`src/sv/cnaw_pkg.sv`:
```
// Shared types, constants and helper functions of the cpio newc archive walker.
package cnaw_pkg;

  localparam int unsigned HDR_BYTES     = 110;
  localparam int unsigned FSIZE_FIRST   = 54;
  localparam int unsigned NSIZE_FIRST   = 94;
  localparam int unsigned HEX_CHARS     = 8;
  localparam int unsigned TRAILER_CHARS = 10;

  typedef enum logic [2:0] {
    PH_HEADER  = 3'd0,
    PH_NAME    = 3'd1,
    PH_NAMEPAD = 3'd2,
    PH_DATA    = 3'd3,
    PH_DATAPAD = 3'd4,
    PH_DONE    = 3'd5
  } phase_e;

  typedef enum logic [1:0] {
    KIND_CHAR    = 2'd0,
    KIND_ENTRY   = 2'd1,
    KIND_TRAILER = 2'd2
  } kind_e;

  typedef struct packed {
    logic        valid;
    kind_e       kind;
    logic [7:0]  name_char;
    logic [31:0] name_length;
    logic [31:0] data_length;
    logic [31:0] entry_offset;
  } result_t;

  function automatic logic [3:0] hex_digit(input logic [7:0] c);
    logic [3:0] v;
    v = 4'd0;
    if (c >= 8'h30 && c <= 8'h39) begin
      v = 4'(c - 8'h30);
    end else if (c >= 8'h41 && c <= 8'h46) begin
      v = 4'(c - 8'h37);
    end
    return v;
  endfunction

  // Characters of the name that closes the archive.
  function automatic logic [7:0] trailer_char(input logic [3:0] idx);
    logic [7:0] c;
    case (idx)
      4'd0: c = 8'h54;   // T
      4'd1: c = 8'h52;   // R
      4'd2: c = 8'h41;   // A
      4'd3: c = 8'h49;   // I
      4'd4: c = 8'h4C;   // L
      4'd5: c = 8'h45;   // E
      4'd6: c = 8'h52;   // R
      4'd7: c = 8'h21;   // !
      4'd8: c = 8'h21;   // !
      4'd9: c = 8'h21;   // !
      default: c = 8'h00;
    endcase
    return c;
  endfunction

endpackage

```
`src/sv/cnaw_if.sv`:
```
// Valid/ready channel interfaces for archive bytes and walker results.
interface cnaw_byte_if;
  logic       valid;
  logic       ready;
  logic [7:0] archive_byte;

  modport source (output valid, output archive_byte, input ready);
  modport sink (input valid, input archive_byte, output ready);
endinterface

interface cnaw_result_if;
  logic        valid;
  logic        ready;
  logic [1:0]  kind;
  logic [7:0]  name_char;
  logic [31:0] name_length;
  logic [31:0] data_length;
  logic [31:0] entry_offset;

  modport source (output valid, output kind, output name_char, output name_length,
                  output data_length, output entry_offset, input ready);
  modport sink (input valid, input kind, input name_char, input name_length,
                input data_length, input entry_offset, output ready);
endinterface

```
`src/sv/cnaw_parse.sv`:
```
// Walker state and per-byte parse logic; one byte is consumed per step.
module cnaw_parse (
  input  logic                clk_i,
  input  logic                rst_ni,
  input  logic                step_i,
  input  logic [7:0]          byte_i,
  output cnaw_pkg::result_t   res_o
);

  cnaw_pkg::phase_e phase_q, phase_d;
  logic [31:0] count_q, count_d;
  logic [31:0] nsize_q, nsize_d;
  logic [31:0] fsize_q, fsize_d;
  logic [31:0] hdr_off_q, hdr_off_d;
  logic [31:0] byte_off_q, byte_off_d;
  logic        trl_match_q, trl_match_d;
  logic        name_ended_q, name_ended_d;

  logic [31:0]      count_inc;
  logic [1:0]       name_pad;
  logic [1:0]       data_pad;
  cnaw_pkg::phase_e data_entry;
  cnaw_pkg::phase_e name_exit;
  logic [3:0]       hex_val;
  logic             last_name;
  logic             fin;

  assign count_inc = count_q + 32'd1;
  assign hex_val   = cnaw_pkg::hex_digit(byte_i);

  always_comb begin
    phase_d      = phase_q;
    count_d      = count_q;
    nsize_d      = nsize_q;
    fsize_d      = fsize_q;
    hdr_off_d    = hdr_off_q;
    byte_off_d   = byte_off_q;
    trl_match_d  = trl_match_q;
    name_ended_d = name_ended_q;
    res_o        = '0;
    last_name    = 1'b0;
    fin          = 1'b0;

    if (step_i && phase_q == cnaw_pkg::PH_HEADER) begin
      if (count_q == 32'd0) begin
        nsize_d      = 32'd0;
        fsize_d      = 32'd0;
        hdr_off_d    = byte_off_q;
        trl_match_d  = 1'b1;
        name_ended_d = 1'b0;
      end
      if (count_q >= 32'(cnaw_pkg::FSIZE_FIRST) &&
          count_q < 32'(cnaw_pkg::FSIZE_FIRST + cnaw_pkg::HEX_CHARS)) begin
        fsize_d = {fsize_q[27:0], hex_val};
      end
      if (count_q >= 32'(cnaw_pkg::NSIZE_FIRST) &&
          count_q < 32'(cnaw_pkg::NSIZE_FIRST + cnaw_pkg::HEX_CHARS)) begin
        nsize_d = {nsize_q[27:0], hex_val};
      end
    end

    // Padding after header plus name, and after the data, both to four bytes.
    name_pad = 2'(2'd2 - nsize_d[1:0]);
    data_pad = 2'(2'd0 - fsize_d[1:0]);
    if (fsize_d != 32'd0) begin
      data_entry = cnaw_pkg::PH_DATA;
    end else if (data_pad != 2'd0) begin
      data_entry = cnaw_pkg::PH_DATAPAD;
    end else begin
      data_entry = cnaw_pkg::PH_HEADER;
    end
    name_exit = (name_pad != 2'd0) ? cnaw_pkg::PH_NAMEPAD : data_entry;

    if (step_i) begin
      case (phase_q)
        cnaw_pkg::PH_HEADER: begin
          byte_off_d = byte_off_q + 32'd1;
          count_d    = count_inc;
          if (count_inc == 32'(cnaw_pkg::HDR_BYTES)) begin
            count_d = 32'd0;
            if (nsize_d == 32'd0) begin
              // An empty name closes the entry on the last header byte.
              res_o.valid = 1'b1;
              res_o.kind  = cnaw_pkg::KIND_ENTRY;
              phase_d     = name_exit;
            end else begin
              phase_d = cnaw_pkg::PH_NAME;
            end
          end
        end
        cnaw_pkg::PH_NAME: begin
          byte_off_d = byte_off_q + 32'd1;
          count_d    = count_inc;
          last_name  = (count_q == nsize_q - 32'd1);
          if (!name_ended_q) begin
            if (byte_i == 8'd0) begin
              name_ended_d = 1'b1;
              if (count_q != 32'(cnaw_pkg::TRAILER_CHARS)) begin
                trl_match_d = 1'b0;
              end
            end else if (count_q >= 32'(cnaw_pkg::TRAILER_CHARS) ||
                         byte_i != cnaw_pkg::trailer_char(count_q[3:0])) begin
              trl_match_d = 1'b0;
            end
          end
          fin = trl_match_d &&
                (name_ended_d || nsize_q == 32'(cnaw_pkg::TRAILER_CHARS));
          if (last_name) begin
            res_o.valid = 1'b1;
            res_o.kind  = fin ? cnaw_pkg::KIND_TRAILER : cnaw_pkg::KIND_ENTRY;
            count_d     = 32'd0;
            phase_d     = fin ? cnaw_pkg::PH_DONE : name_exit;
          end else if (!name_ended_q && byte_i != 8'd0) begin
            res_o.valid     = 1'b1;
            res_o.kind      = cnaw_pkg::KIND_CHAR;
            res_o.name_char = byte_i;
          end
        end
        cnaw_pkg::PH_NAMEPAD: begin
          byte_off_d = byte_off_q + 32'd1;
          count_d    = count_inc;
          if (count_inc >= 32'(name_pad)) begin
            count_d = 32'd0;
            phase_d = data_entry;
          end
        end
        cnaw_pkg::PH_DATA: begin
          byte_off_d = byte_off_q + 32'd1;
          count_d    = count_inc;
          if (count_inc == fsize_q) begin
            count_d = 32'd0;
            phase_d = (data_pad != 2'd0) ? cnaw_pkg::PH_DATAPAD : cnaw_pkg::PH_HEADER;
          end
        end
        cnaw_pkg::PH_DATAPAD: begin
          byte_off_d = byte_off_q + 32'd1;
          count_d    = count_inc;
          if (count_inc >= 32'(data_pad)) begin
            count_d = 32'd0;
            phase_d = cnaw_pkg::PH_HEADER;
          end
        end
        default: begin
          // Trailer seen: every later byte is dropped until reset.
        end
      endcase
    end

    res_o.name_length  = nsize_d;
    res_o.data_length  = fsize_d;
    res_o.entry_offset = hdr_off_d;
  end

  always_ff @(posedge clk_i or negedge rst_ni) begin
    if (!rst_ni) begin
      phase_q      <= cnaw_pkg::PH_HEADER;
      count_q      <= 32'd0;
      nsize_q      <= 32'd0;
      fsize_q      <= 32'd0;
      hdr_off_q    <= 32'd0;
      byte_off_q   <= 32'd0;
      trl_match_q  <= 1'b1;
      name_ended_q <= 1'b0;
    end else begin
      phase_q      <= phase_d;
      count_q      <= count_d;
      nsize_q      <= nsize_d;
      fsize_q      <= fsize_d;
      hdr_off_q    <= hdr_off_d;
      byte_off_q   <= byte_off_d;
      trl_match_q  <= trl_match_d;
      name_ended_q <= name_ended_d;
    end
  end

endmodule

```
`src/sv/cpio_newc_archive_walker.sv`:
```
// Walks a cpio newc archive fed one byte per beat and reports names and entries.
//
// Channels: byte_i carries the archive one byte per beat, in order.
// result_o carries at most one result per byte: a name character (kind 0),
// an entry closed (kind 1, with name size, file size and header offset) or
// the trailer entry (kind 2). Padding and data bytes give no result; header
// bytes give none either, but for the last one of an entry with an empty name.
// Path: an accepted byte is held in the input byte register, and its result,
// if any, is registered in the result register and offered on result_o.
// Throughput: one byte per cycle unless result_o stalls; the parse state update
// for a byte is a single pass of logic between these two registers.
// Reset: the walker expects a new header at archive offset zero and both
// channels come up empty.
// Stall: while a result waits on result_o, the input register still holds
// one more byte; further bytes are refused until the result is taken.
// After the trailer entry, bytes are accepted and dropped until reset.
module cpio_newc_archive_walker (
  input  logic                  clk_i,
  input  logic                  rst_ni,
  cnaw_byte_if.sink             byte_i,
  cnaw_result_if.source         result_o
);

  logic              in_valid_q, in_valid_d;
  logic [7:0]        in_byte_q;
  logic              step;
  cnaw_pkg::result_t res;

  logic              out_valid_q, out_valid_d;
  cnaw_pkg::kind_e   kind_q;
  logic [7:0]        name_char_q;
  logic [31:0]       name_length_q;
  logic [31:0]       data_length_q;
  logic [31:0]       entry_offset_q;

  // The held byte moves on once the result register can take its result.
  assign step         = in_valid_q && (!out_valid_q || result_o.ready);
  assign byte_i.ready = !in_valid_q || step;

  always_comb begin
    in_valid_d = in_valid_q;
    if (byte_i.valid && byte_i.ready) begin
      in_valid_d = 1'b1;
    end else if (step) begin
      in_valid_d = 1'b0;
    end
    out_valid_d = out_valid_q;
    if (step && res.valid) begin
      out_valid_d = 1'b1;
    end else if (result_o.ready) begin
      out_valid_d = 1'b0;
    end
  end

  always_ff @(posedge clk_i or negedge rst_ni) begin
    if (!rst_ni) begin
      in_valid_q  <= 1'b0;
      out_valid_q <= 1'b0;
    end else begin
      in_valid_q  <= in_valid_d;
      out_valid_q <= out_valid_d;
    end
  end

  always_ff @(posedge clk_i) begin
    if (byte_i.valid && byte_i.ready) begin
      in_byte_q <= byte_i.archive_byte;
    end
    if (step && res.valid) begin
      kind_q         <= res.kind;
      name_char_q    <= res.name_char;
      name_length_q  <= res.name_length;
      data_length_q  <= res.data_length;
      entry_offset_q <= res.entry_offset;
    end
  end

  cnaw_parse u_parse (
    .clk_i  (clk_i),
    .rst_ni (rst_ni),
    .step_i (step),
    .byte_i (in_byte_q),
    .res_o  (res)
  );

  assign result_o.valid        = out_valid_q;
  assign result_o.kind         = kind_q;
  assign result_o.name_char    = name_char_q;
  assign result_o.name_length  = name_length_q;
  assign result_o.data_length  = data_length_q;
  assign result_o.entry_offset = entry_offset_q;

  // Nothing follows the trailer entry.
  a_done_after_trailer: assert property (@(posedge clk_i) disable iff (!rst_ni)
    (out_valid_q && result_o.ready && kind_q == cnaw_pkg::KIND_TRAILER) |=> !out_valid_q)
    else $error("result produced after trailer entry");

  // Name characters are never NUL, and other kinds carry a zero character.
  a_char_nonzero: assert property (@(posedge clk_i) disable iff (!rst_ni)
    out_valid_q |-> ((kind_q == cnaw_pkg::KIND_CHAR) == (name_char_q != 8'd0)))
    else $error("name character field inconsistent with kind");

  // A held byte is not dropped while the result side is stalled.
  a_hold_byte: assert property (@(posedge clk_i) disable iff (!rst_ni)
    (in_valid_q && !step) |=> (in_valid_q && $stable(in_byte_q)))
    else $error("input byte lost during stall");

endmodule
```
`src/flat_wrapper.sv`:
```
// flat-port wrapper written by rule: the top's interface ports become plain ports
module cpio_newc_archive_walker_flat 
  (clk_i, rst_ni, byte_i_valid, byte_i_archive_byte, byte_i_ready, result_o_valid, result_o_kind, result_o_name_char, result_o_name_length, result_o_data_length, result_o_entry_offset, result_o_ready);
  cnaw_byte_if byte_i_i ();
  cnaw_result_if result_o_i ();
  input  logic clk_i;
  input  logic rst_ni;
  input wire logic [$bits(byte_i_i.valid)-1:0] byte_i_valid;
  input wire logic [$bits(byte_i_i.archive_byte)-1:0] byte_i_archive_byte;
  output wire logic [$bits(byte_i_i.ready)-1:0] byte_i_ready;
  output wire logic [$bits(result_o_i.valid)-1:0] result_o_valid;
  output wire logic [$bits(result_o_i.kind)-1:0] result_o_kind;
  output wire logic [$bits(result_o_i.name_char)-1:0] result_o_name_char;
  output wire logic [$bits(result_o_i.name_length)-1:0] result_o_name_length;
  output wire logic [$bits(result_o_i.data_length)-1:0] result_o_data_length;
  output wire logic [$bits(result_o_i.entry_offset)-1:0] result_o_entry_offset;
  input wire logic [$bits(result_o_i.ready)-1:0] result_o_ready;
  assign byte_i_i.valid = byte_i_valid;
  assign byte_i_i.archive_byte = byte_i_archive_byte;
  assign byte_i_ready = byte_i_i.ready;
  assign result_o_valid = result_o_i.valid;
  assign result_o_kind = result_o_i.kind;
  assign result_o_name_char = result_o_i.name_char;
  assign result_o_name_length = result_o_i.name_length;
  assign result_o_data_length = result_o_i.data_length;
  assign result_o_entry_offset = result_o_i.entry_offset;
  assign result_o_i.ready = result_o_ready;
  cpio_newc_archive_walker u_core (.clk_i(clk_i), .rst_ni(rst_ni), .byte_i(byte_i_i), .result_o(result_o_i));
endmodule
```
`config.mk`:
```
export PLATFORM = sky130hd
export DESIGN_NAME = cpio_newc_archive_walker_flat
export DESIGN_NICKNAME = d
export VERILOG_FILES = /design/src/sv/cnaw_pkg.sv /design/src/sv/cnaw_if.sv /design/src/sv/cnaw_parse.sv /design/src/sv/cpio_newc_archive_walker.sv /design/src/flat_wrapper.sv
export SDC_FILE = /design/constraint.sdc
export NUM_CORES = 1
export LEC_CHECK = 0
export BUFFER_PORTS_ARGS = -buffer_cell sky130_fd_sc_hd__buf_2
export CAP_MARGIN = 20
export CORE_ASPECT_RATIO = 0.8
export CORE_MARGIN = 4
export CORE_UTILIZATION = 35
export DETAILED_ROUTE_END_ITERATION = 8
export PLACE_DENSITY = 0.59
export SYNTH_ARGS = -nofsm -noshare
export SYNTH_HDL_FRONTEND = slang
export SYNTH_SLANG_ARGS = --single-unit
```
`constraint.sdc`:
```
create_clock -name clk_i -period 14.8 [get_ports clk_i]
set_clock_uncertainty 0.05 [all_clocks]
set_input_delay 2.96 -clock clk_i [delete_from_list [all_inputs] [get_ports clk_i]]
set_output_delay 2.96 -clock clk_i [all_outputs]
set_load 0.02 [all_outputs]
```
==> results.cfg, run 1 <==
[logic_synthesis]
ys_types = 90
synth_top_cell_area_share_pct = 28.3
synth_seq_cells = 281
synth.avg_cell_area_um2 = 11.1
ys_top_cells_by_count = dfrtp_1, edfxtp_1, nand2_1
synthFlopType = dfrtp_1
syn-num-nets = 1359
yosys_warnings = 0
synthArstFlopShare_pct = 59.4
synth_edf_count = 114
synth_top_cell_by_area = dfrtp_1
ys_top_cells_by_area = dfrtp_1, edfxtp_1, xnor2_1
synth_area_mm2 = 0.0147
ys_seq_area_share_pct = 51.7
yosysMostFrequentCell = dfrtp_1
synthCells = 1328

[timing]
holdWs_ps = 422
rsz0062_at_grt = false
period_minus_slack_ps = 8090
maxClockFrequency_mhz = 124
final_max_slew_viol_count = 0
setup_violations = 0
worst_slew_pin_slew_ps = 1170
finalCritPeriodShare_pct = 54.7
final-hold-violation-count = 0
setup_tns_ps = 0
fin_ws_ps = 6710
max_slew_margin_pct = 21.0

[placed_design]
dp.cells = 1910
gp_congestion = 0.931
place_ws_ps = 5750
dp_hpwl_mm = 30.4
numPortBuffers = 119

[clock_tree]
post_cts_buffers = 0
cts_resized = 0
clkTransAtPathRegs_ps = 60
clock_latency_ps = 570
cts_buffer_depth = 3
cts.sinks = 281
h-tree-depth = 1
cts_tree = built
cts_hold_buf = 0
cts_made_buffers = 31
cts_root_buffer = clkbuf_16

[power_and_ir_drop]
leakage_nw = 7.01
combPwrFrac_pct = 21.5
switching_share_pct = 31.8
powerDensity_mw_per_mm2 = 134
clockPowerShare_pct = 34.6
peakVddDrop_mv = 0.0839
p_int_mw = 1.53
seqPwrFrac_pct = 43.8
power.switching_uw = 713

[finish]
fin_cells = 1969
fin_nets = 1432
syn_to_final_growth_pct = 14.0
drive_above_1_share_pct = 18.2
final_core_util_pct = 40.8
antennaDiodeCount = 0

[setup_path]
rr_startpoint = u_core.u_parse.count_q[21]
crit_fanout = 35
worstPathArrival_ps = 8500
criticalPathCategory = input pin to flip-flop
cp-start-kind = input pin
cp.required_ps = 15200
rrSetupSlack_ps = 8090
cp-endpoint = u_core.u_parse.count_q[8]
worstSetupEndpointType = flip-flop
rr_endpoint = u_core.u_parse.count_q[8]
startpoint = result_o_ready
r2r_cells = 20

[floorplan]
rows = 66
die_area_mm2 = 0.0453
core_mm2 = 0.0410
pin_count = 120
die_y_um = 191
die_w_um = 237
start_util_pct = 35.8

[hold_path]
hold_path_class = flip-flop to flip-flop

[global_route]
grt_pass1_vias = 11000
grt_max_degree = 70
grt_usage_pct = 18.4
antenna_found_initial = 0
grt_pass1_wl_mm = 66.7
overflow = 0

[routing]
drt_iter0_markers = 1229
vias_per_cell = 5.80
drc_errors = 0
drt-pass1-iter-count = 5
detail-route-antenna-nets = 0
routed_wl_mm = 42.6
vias = 11400
avgRoutedWirePerCell_um = 21.7

[status]
status = finished, final reports clean

[job]
drv_cap = 0
## final cells by class
type | instances | area (um^2)
Clock inverter | 16 | 179
Sequential cell | 281 | 7600
Timing Repair Buffer | 136 | 757
Clock buffer | 41 | 853
Fill cell | 3880 | 24300
Tap cell | 544 | 681
Inverter | 29 | 109
Multi-Input combinational cell | 922 | 6570
## worst min-delay path by stage
| stage | from | end | depth (start not counted) | slack, ps |
|---|---|---|---|---|
| after CTS | u_core.u_parse.byte_off_q[31] | u_core.u_parse.byte_off_q[31] | 1 | 430 |
| after global placement | u_core.u_parse.byte_off_q[31] | u_core.u_parse.byte_off_q[31] | 1 | 410 |
| after floorplan | u_core.u_parse.byte_off_q[31] | u_core.u_parse.byte_off_q[31] | 1 | 390 |
| after detailed placement | u_core.u_parse.byte_off_q[31] | u_core.u_parse.byte_off_q[31] | 1 | 420 |
| final | u_core.u_parse.byte_off_q[31] | u_core.u_parse.byte_off_q[31] | 1 | 420 |
| after global routing | u_core.u_parse.byte_off_q[16] | u_core.u_parse.byte_off_q[16] | 1 | 450 |
## cells in the final DEF, fill, tap and decap left out, drive strengths merged, types with 13 or more instances in the layout
cell / instances
nor3: 43
and3: 21
and2: 20
and4: 14
inv: 29
or4: 18
buf: 136
edfxtp: 114
or3: 16
nand4: 44
nand3: 64
a22o: 61
nor2: 64
o21ai: 36
a21oi: 25
a31oi: 17
dfrtp: 166
nand2: 70
ha: 19
nor4: 48
xnor2: 68
xor2: 47
mux2: 37
clkbuf: 41
nand2b: 13
o31ai: 13
## metal layers
metal | global-route usage, % | share of wire, %
met5 | 0 | 0
met4 | 4.20 | 2.2
met2 | 27.3 | 43
met3 | 3.65 | 8.6
met1 | 27.7 | 46
## metrics by stage
step	power, mW	instance area (um^2)
6_report	2.24	16800
5_1_grt	2.35	16800
4_1_cts	2.26	16700
3_5_place_dp	1.48	15700
3_3_place_gp	1.47	15700
2_1_floorplan	1.32	14700
## sequential cells by signal (all words and copies together), names as in the netlist
register and count:
u_core.result_o.name_char 8, u_core.result_o.entry_offset 32, u_core.u_parse.name_ended_q 1, u_core.u_parse.byte_off_q 32
u_core.result_o.name_length 32, u_core.in_valid_q 1, u_core.result_o.kind 2, u_core.u_parse.hdr_off_q 32
u_core.u_parse.fsize_q 32, u_core.result_o.data_length 32, u_core.u_parse.phase_q 3, u_core.u_parse.count_q 32
u_core.result_o.valid 1, u_core.u_parse.trl_match_q 1, u_core.u_parse.nsize_q 32, u_core.in_byte_q 8
## worst max-delay path: stages
cell and delay [ps]:
buf_2 80, nand2b_1 170, nand3_1 220, or3_1 550, nor2_2 150, buf_4 340
nor2_1 130, a22oi_1 320, inv_1 130, ha_1 280, nand2b_1 140, a2111o_1 430
a2111o_1 400, nor4_1 180, and4_1 240, or4b_1 480, o21ai_0 100, or3b_1 130
buf_4 320, nand2_2 380, o32ai_1 350
## cell families (layout without fill, tap and decap cells)
kind of cell	count (synthesis)	in the layout	share of synthesized area [%]
muxes	46	46	3.45
AOI/OAI and AO/OA	256	256	13.3
and+or+nand+nor	484	484	19.1
buffers and inverters	125	222	3.67
DFF	281	281	51.7
xor gates and xnor gates	117	117	7.16
adders and majority gates	19	19	1.62
## power groups by stage
stage	Sequential (mW)	Clock, mW	Combinational (mW)
after floorplan	1.03	0	0.290
after global placement	0.996	0	0.470
after detailed placement	0.998	0	0.478
after CTS	0.983	0.797	0.480
after global routing	0.994	0.830	0.524
final	0.982	0.776	0.482
(Power assumes the default switching activity.)
==> run 2, diff against run 1 <==
==> constraint.sdc (replaced) <==
create_clock -name clk_i -period 8.45 [get_ports clk_i]
set_clock_uncertainty 0.05 [all_clocks]
set_input_delay 1.69 -clock clk_i [delete_from_list [all_inputs] [get_ports clk_i]]
set_output_delay 1.69 -clock clk_i [all_outputs]
set_load 0.02 [all_outputs]
==> run 2 against run 1 <==
Via count down 0.89%. Global-route usage is 0.13 points lower. Sequential power up 74%. Sequential share of layout area about the same. Design area is essentially flat. First-iteration DRC count down 16%. Critical path depth decreased by 1.
==> results.cfg, run 2 (same netlist as run 1, synthesis figures left out) <==
[clock_tree]
cts_root_buffer = clkbuf_16
cts_buffer_depth = 3
h-tree-depth = 1
cts.sinks = 281
clkTransAtPathRegs_ps = 60
cts_made_buffers = 30
cts_hold_buf = 0
cts_tree = built
post_cts_buffers = 0
clock_latency_ps = 570
cts_resized = 0

[timing]
fin_ws_ps = 1860
period_minus_slack_ps = 6590
max_slew_margin_pct = 27.0
final-hold-violation-count = 0
finalCritPeriodShare_pct = 78.0
setup_tns_ps = 0
rsz0062_at_grt = false
maxClockFrequency_mhz = 152
worst_slew_pin_slew_ps = 1090
setup_violations = 0
final_max_slew_viol_count = 0

[finish]
final_core_util_pct = 40.9
fin_cells = 1968
antennaDiodeCount = 0
drive_above_1_share_pct = 18.0
fin_nets = 1431
mostFrequentLayoutCell = dfrtp_1
syn_to_final_growth_pct = 14.1
final_cell_mix = dfrtp_1, buf_2, edfxtp_1
fillers = 3934

[setup_path]
critPathSlowestCell = or3_1
worstSetupEndpointType = flip-flop
critPathBufInv = 4
cp_slowest_stage_delay_ps = 540
worstPathArrival_ps = 7000
path_delay_family = simple AND/OR/NAND/NOR gates
criticalPathCategory = input pin to flip-flop
crit_fanout = 31
cp.required_ps = 8860
path_cells = buf_2 -> nand2b_1 -> nand3_1 -> or3_1 -> nor2_2 -> buf_4 -> a22o_1 -> inv_1 -> ha_1 -> inv_1 -> ha_1 -> a2111o_1 -> a2111o_1 -> nor4_1 -> and4_1 -> or4b_1 -> o21ai_0 -> or3b_1 -> nand2_2 -> o31ai_1
cp-start-kind = input pin

[power_and_ir_drop]
peakVddDrop_mv = 0.140
leakage_nw = 7.03
power.total_mw = 3.96
powerDensity_mw_per_mm2 = 236

[placed_design]
numPortBuffers = 119
gp_congestion = 0.932
place_ws_ps = 988
dp_hpwl_mm = 30.5
dp.cells = 1909

[global_route]
use_met2_pct = 26.7
grt_use_met1_pct = 26.9
grt_pass1_vias = 10800
grt_max_degree = 71
grt_most_used_layer = met1
overflow = 0
antenna_found_initial = 0
met3_usage_pct = 4.44
grt_pass1_wl_mm = 66.1
grt_usage_pct = 18.2

[hold_path]
hold_path_class = flip-flop to flip-flop

[status]
status = finished, final reports clean

[floorplan]
pin_count = 120
start_util_pct = 35.8
die_y_um = 191
core_mm2 = 0.0410
rows = 66
die_w_um = 237
die_area_mm2 = 0.0453

[routing]
routed_wl_mm = 42.3
drc_errors = 0
vias = 11300
vias_per_cell = 5.75
drt_iter0_markers = 1036
detail-route-antenna-nets = 0
drt-pass1-iter-count = 5
avgRoutedWirePerCell_um = 21.5

[job]
drv_cap = 0
run 2: where the power goes:
part	switching, mW	leakage [nW]	total (mW)	internal (mW)
logic	0.583	3.15	0.859	0.276
registers	0.111	3.37	1.71	1.60
clock network	0.551	0.518	1.40	0.846
total	1.24	7.03	3.96	2.72
run 2: metal layers:
layer / vias up / part of all wire, %
met2: 397 / 44
li1: 5203 / -
met4: 0 / 2.6
met1: 5642 / 46
met5: - / 0
met3: 71 / 8.2
run 2: path summary, 6_finish.rpt:
kind	start	to	slack, ps	depth (start not counted)
min reg2reg	u_core.u_parse.byte_off_q[31]	u_core.u_parse.byte_off_q[31]	420	1
max reg2reg	u_core.u_parse.count_q[13]	u_core.u_parse.count_q[30]	1980	19
max in group asynchronous	rst_ni	u_core.u_parse.hdr_off_q[29]	5480	3
min	u_core.u_parse.byte_off_q[31]	u_core.u_parse.byte_off_q[31]	420	1
min in group asynchronous	rst_ni	u_core.u_parse.fsize_q[27]	1090	1
max	result_o_ready	u_core.u_parse.count_q[30]	1860	20
run 2: layout make-up:
| class | instances | area (um^2) | area share [%] |
|---|---|---|---|
| clock buffer | 45 | 921 | 5.49 |
| multi-input combinational | 922 | 6570 | 39.2 |
| clock inverter | 11 | 146 | 0.873 |
| tap | 544 | 681 | 4.06 |
| inverter | 29 | 109 | 0.649 |
| sequential | 281 | 7600 | 45.3 |
| timing repair buffer | 136 | 734 | 4.38 |
run 2: through the flow:
stage                     hold WS, ps  instance area, um^2
after global placement            412                15700
after CTS                         425                16700
after floorplan                   390                14700
after global routing              458                16800
after detailed placement          414                15700
final                             423                16800
==> run 3, diff against run 2 <==
--- a/config.mk
+++ b/config.mk
@@ -11,7 +11,7 @@
 export CORE_MARGIN = 4
 export CORE_UTILIZATION = 35
 export DETAILED_ROUTE_END_ITERATION = 8
-export PLACE_DENSITY = 0.59
+export PLACE_DENSITY = 0.61
 export SYNTH_ARGS = -nofsm -noshare
 export SYNTH_HDL_FRONTEND = slang
 export SYNTH_SLANG_ARGS = --single-unit
==> constraint.sdc (replaced) <==
create_clock -name clk_i -period 5.4 [get_ports clk_i]
set_clock_uncertainty 0.05 [all_clocks]
set_input_delay 1.08 -clock clk_i [delete_from_list [all_inputs] [get_ports clk_i]]
set_output_delay 1.08 -clock clk_i [all_outputs]
set_load 0.02 [all_outputs]
==> run 3 against run 2 <==
Design area up 3.9%. Largest cell class unchanged. Clock-buffer cell count down 8. Flip-flop and latch count unchanged. Cell count up 3.7%. Sequential power up 54%. Wire length up 3.6%. Non-clock buffer count up 72.
==> results.cfg, run 3 (same netlist as run 1, synthesis figures left out) <==
[finish]
antennaDiodeCount = 0
fin_cells = 2041
final_cell_mix = dfrtp_1, buf_2, edfxtp_1
drive_above_1_share_pct = 22.8
fin_nets = 1504
mostFrequentLayoutCell = dfrtp_1
syn_to_final_growth_pct = 18.5

[timing]
period_minus_slack_ps = 5140
max_slew_margin_pct = 36.1
final-hold-violation-count = 0
finalCritPeriodShare_pct = 95.2
worst_slew_pin_slew_ps = 950
final_max_slew_viol_count = 0
setup_tns_ps = 0
maxClockFrequency_mhz = 195
setup_violations = 0

[clock_tree]
clkTransAtPathRegs_ps = 60
cts_made_buffers = 31
cts.sinks = 281
cts_tree = built
clock_latency_ps = 570
cts_hold_buf = 0
cts_buffer_depth = 3
h-tree-depth = 1
cts_root_buffer = clkbuf_16

[power_and_ir_drop]
clockPowerShare_pct = 33.3
peakVddDrop_mv = 0.297
leakage_nw = 7.42
p_int_mw = 4.30
switching_share_pct = 32.0
seqPwrFrac_pct = 41.7
combPwrFrac_pct = 25.0
power.total_mw = 6.31
powerDensity_mw_per_mm2 = 362
power.switching_mw = 2.02

[setup_path]
path_cells = nor4_2 -> nand4_1 -> buf_4 -> or3_4 -> nor2_4 -> nor2_1 -> a22oi_2 -> ha_1 -> ha_1 -> a2111o_1 -> a2111o_1 -> nor4_2 -> and4_1 -> or4b_1 -> o21ai_0 -> or3b_4 -> nand2_2 -> buf_12 -> o32ai_1
critPathSlowestCell = a2111o_1
worstSetupEndpointType = flip-flop
cp.required_ps = 5810
cp_slowest_stage_delay_ps = 470
worstPathArrival_ps = 5550
cp-start-kind = flip-flop
crit_fanout = 18
criticalPathCategory = flip-flop to flip-flop

[global_route]
grt_pass1_wl_mm = 67.8
grt_pass1_vias = 11200
grt_max_degree = 135
antenna_found_initial = 1
grt_usage_pct = 18.8
overflow = 0

[status]
status = finished, final reports clean

[floorplan]
start_util_pct = 35.8
rows = 66
pin_count = 120
die_w_um = 237
core_mm2 = 0.0410
die_y_um = 191
die_area_mm2 = 0.0453

[placed_design]
dp_hpwl_mm = 32.0
numPortBuffers = 119
dp.cells = 1983
gp_congestion = 0.903

[routing]
drc_errors = 0
vias = 11800
routed_wl_mm = 43.9
avgRoutedWirePerCell_um = 21.5
drt_iter0_markers = 1148
detail-route-antenna-nets = 0
vias_per_cell = 5.77
drt-pass1-iter-count = 6

[job]
drv_cap = 0

[hold_path]
hold_path_class = input pin to asynchronous set/reset pin
## run 3: changes by cell type in the layout (fill, tap and decap cells not counted), sizes merged
cell and change:
clkbuf -9, clkinv +8, buf +73, inv +2, clkinvlp -1
## run 3: timing repair
item	CTS	global route
pin swaps	0	2
resized for setup	1	14
setup endpoints to repair	17	33
buffers inserted	0	1
## run 3: final timing paths
path | depth (start not counted) | endpoint | from | slack [ps]
hold reg to reg | 1 | u_core.u_parse.byte_off_q[31] | u_core.u_parse.byte_off_q[31] | 430
hold / removal | 1 | u_core.u_parse.count_q[28] | rst_ni | 350
min in group clk_i | 1 | u_core.u_parse.byte_off_q[31] | u_core.u_parse.byte_off_q[31] | 430
max in group asynchronous | 2 | u_core.u_parse.hdr_off_q[31] | rst_ni | 3870
setup reg to reg | 19 | u_core.u_parse.count_q[7] | u_core.u_parse.count_q[12] | 260
setup / recovery | 19 | u_core.u_parse.count_q[7] | u_core.u_parse.count_q[12] | 260
## run 3: routing by layer
metal	track usage [%]	wire, um	vias up
li1	-	-	5364
met1	28.1	20000	5870
met2	28.1	19300	450
met3	3.65	3410	81
met4	4.51	1140	2
met5	0	31	-
## run 3: cell type report
| cell class | instances | area, um^2 |
|---|---|---|
| repair buffers | 208 | 1350 |
| multi-input cells | 922 | 6660 |
| inverters | 29 | 109 |
| flip-flops and latches | 281 | 7600 |
| clock buffers | 37 | 818 |
| fillers | 3905 | 23600 |
| clock inverters | 20 | 200 |
| well taps | 544 | 681 |
## run 3: critical path, delay by kind of cell (launching register included)
family          cells  cell delay, ps
simple gates       10            2270
compound gates      5            1420
fa+ha+maj           2             540
flops               1             400
buf+inv             2             360
## run 3: through the flow
stage                     utilization (%)  instance area [um^2]  setup WS, ps  hold WS [ps]
after global routing                 42.4                 17400         -3.15           359
after CTS                            42.2                 17300          32.6           332
after floorplan                         -                 14700          6.30           390
after detailed placement             39.7                 16300          -205           419
after global placement               39.7                 16300         -33.7           412
final                                42.4                 17400           260           355
## run 3: power groups by stage
stage,logic (mW),clock network (mW),registers (mW)
floorplan,0.798,0,2.82
global placement,1.54,0,2.67
CTS,1.56,2.18,2.63
finish,1.58,2.10,2.63
detailed placement,1.56,0,2.67
global route,1.71,2.26,2.66
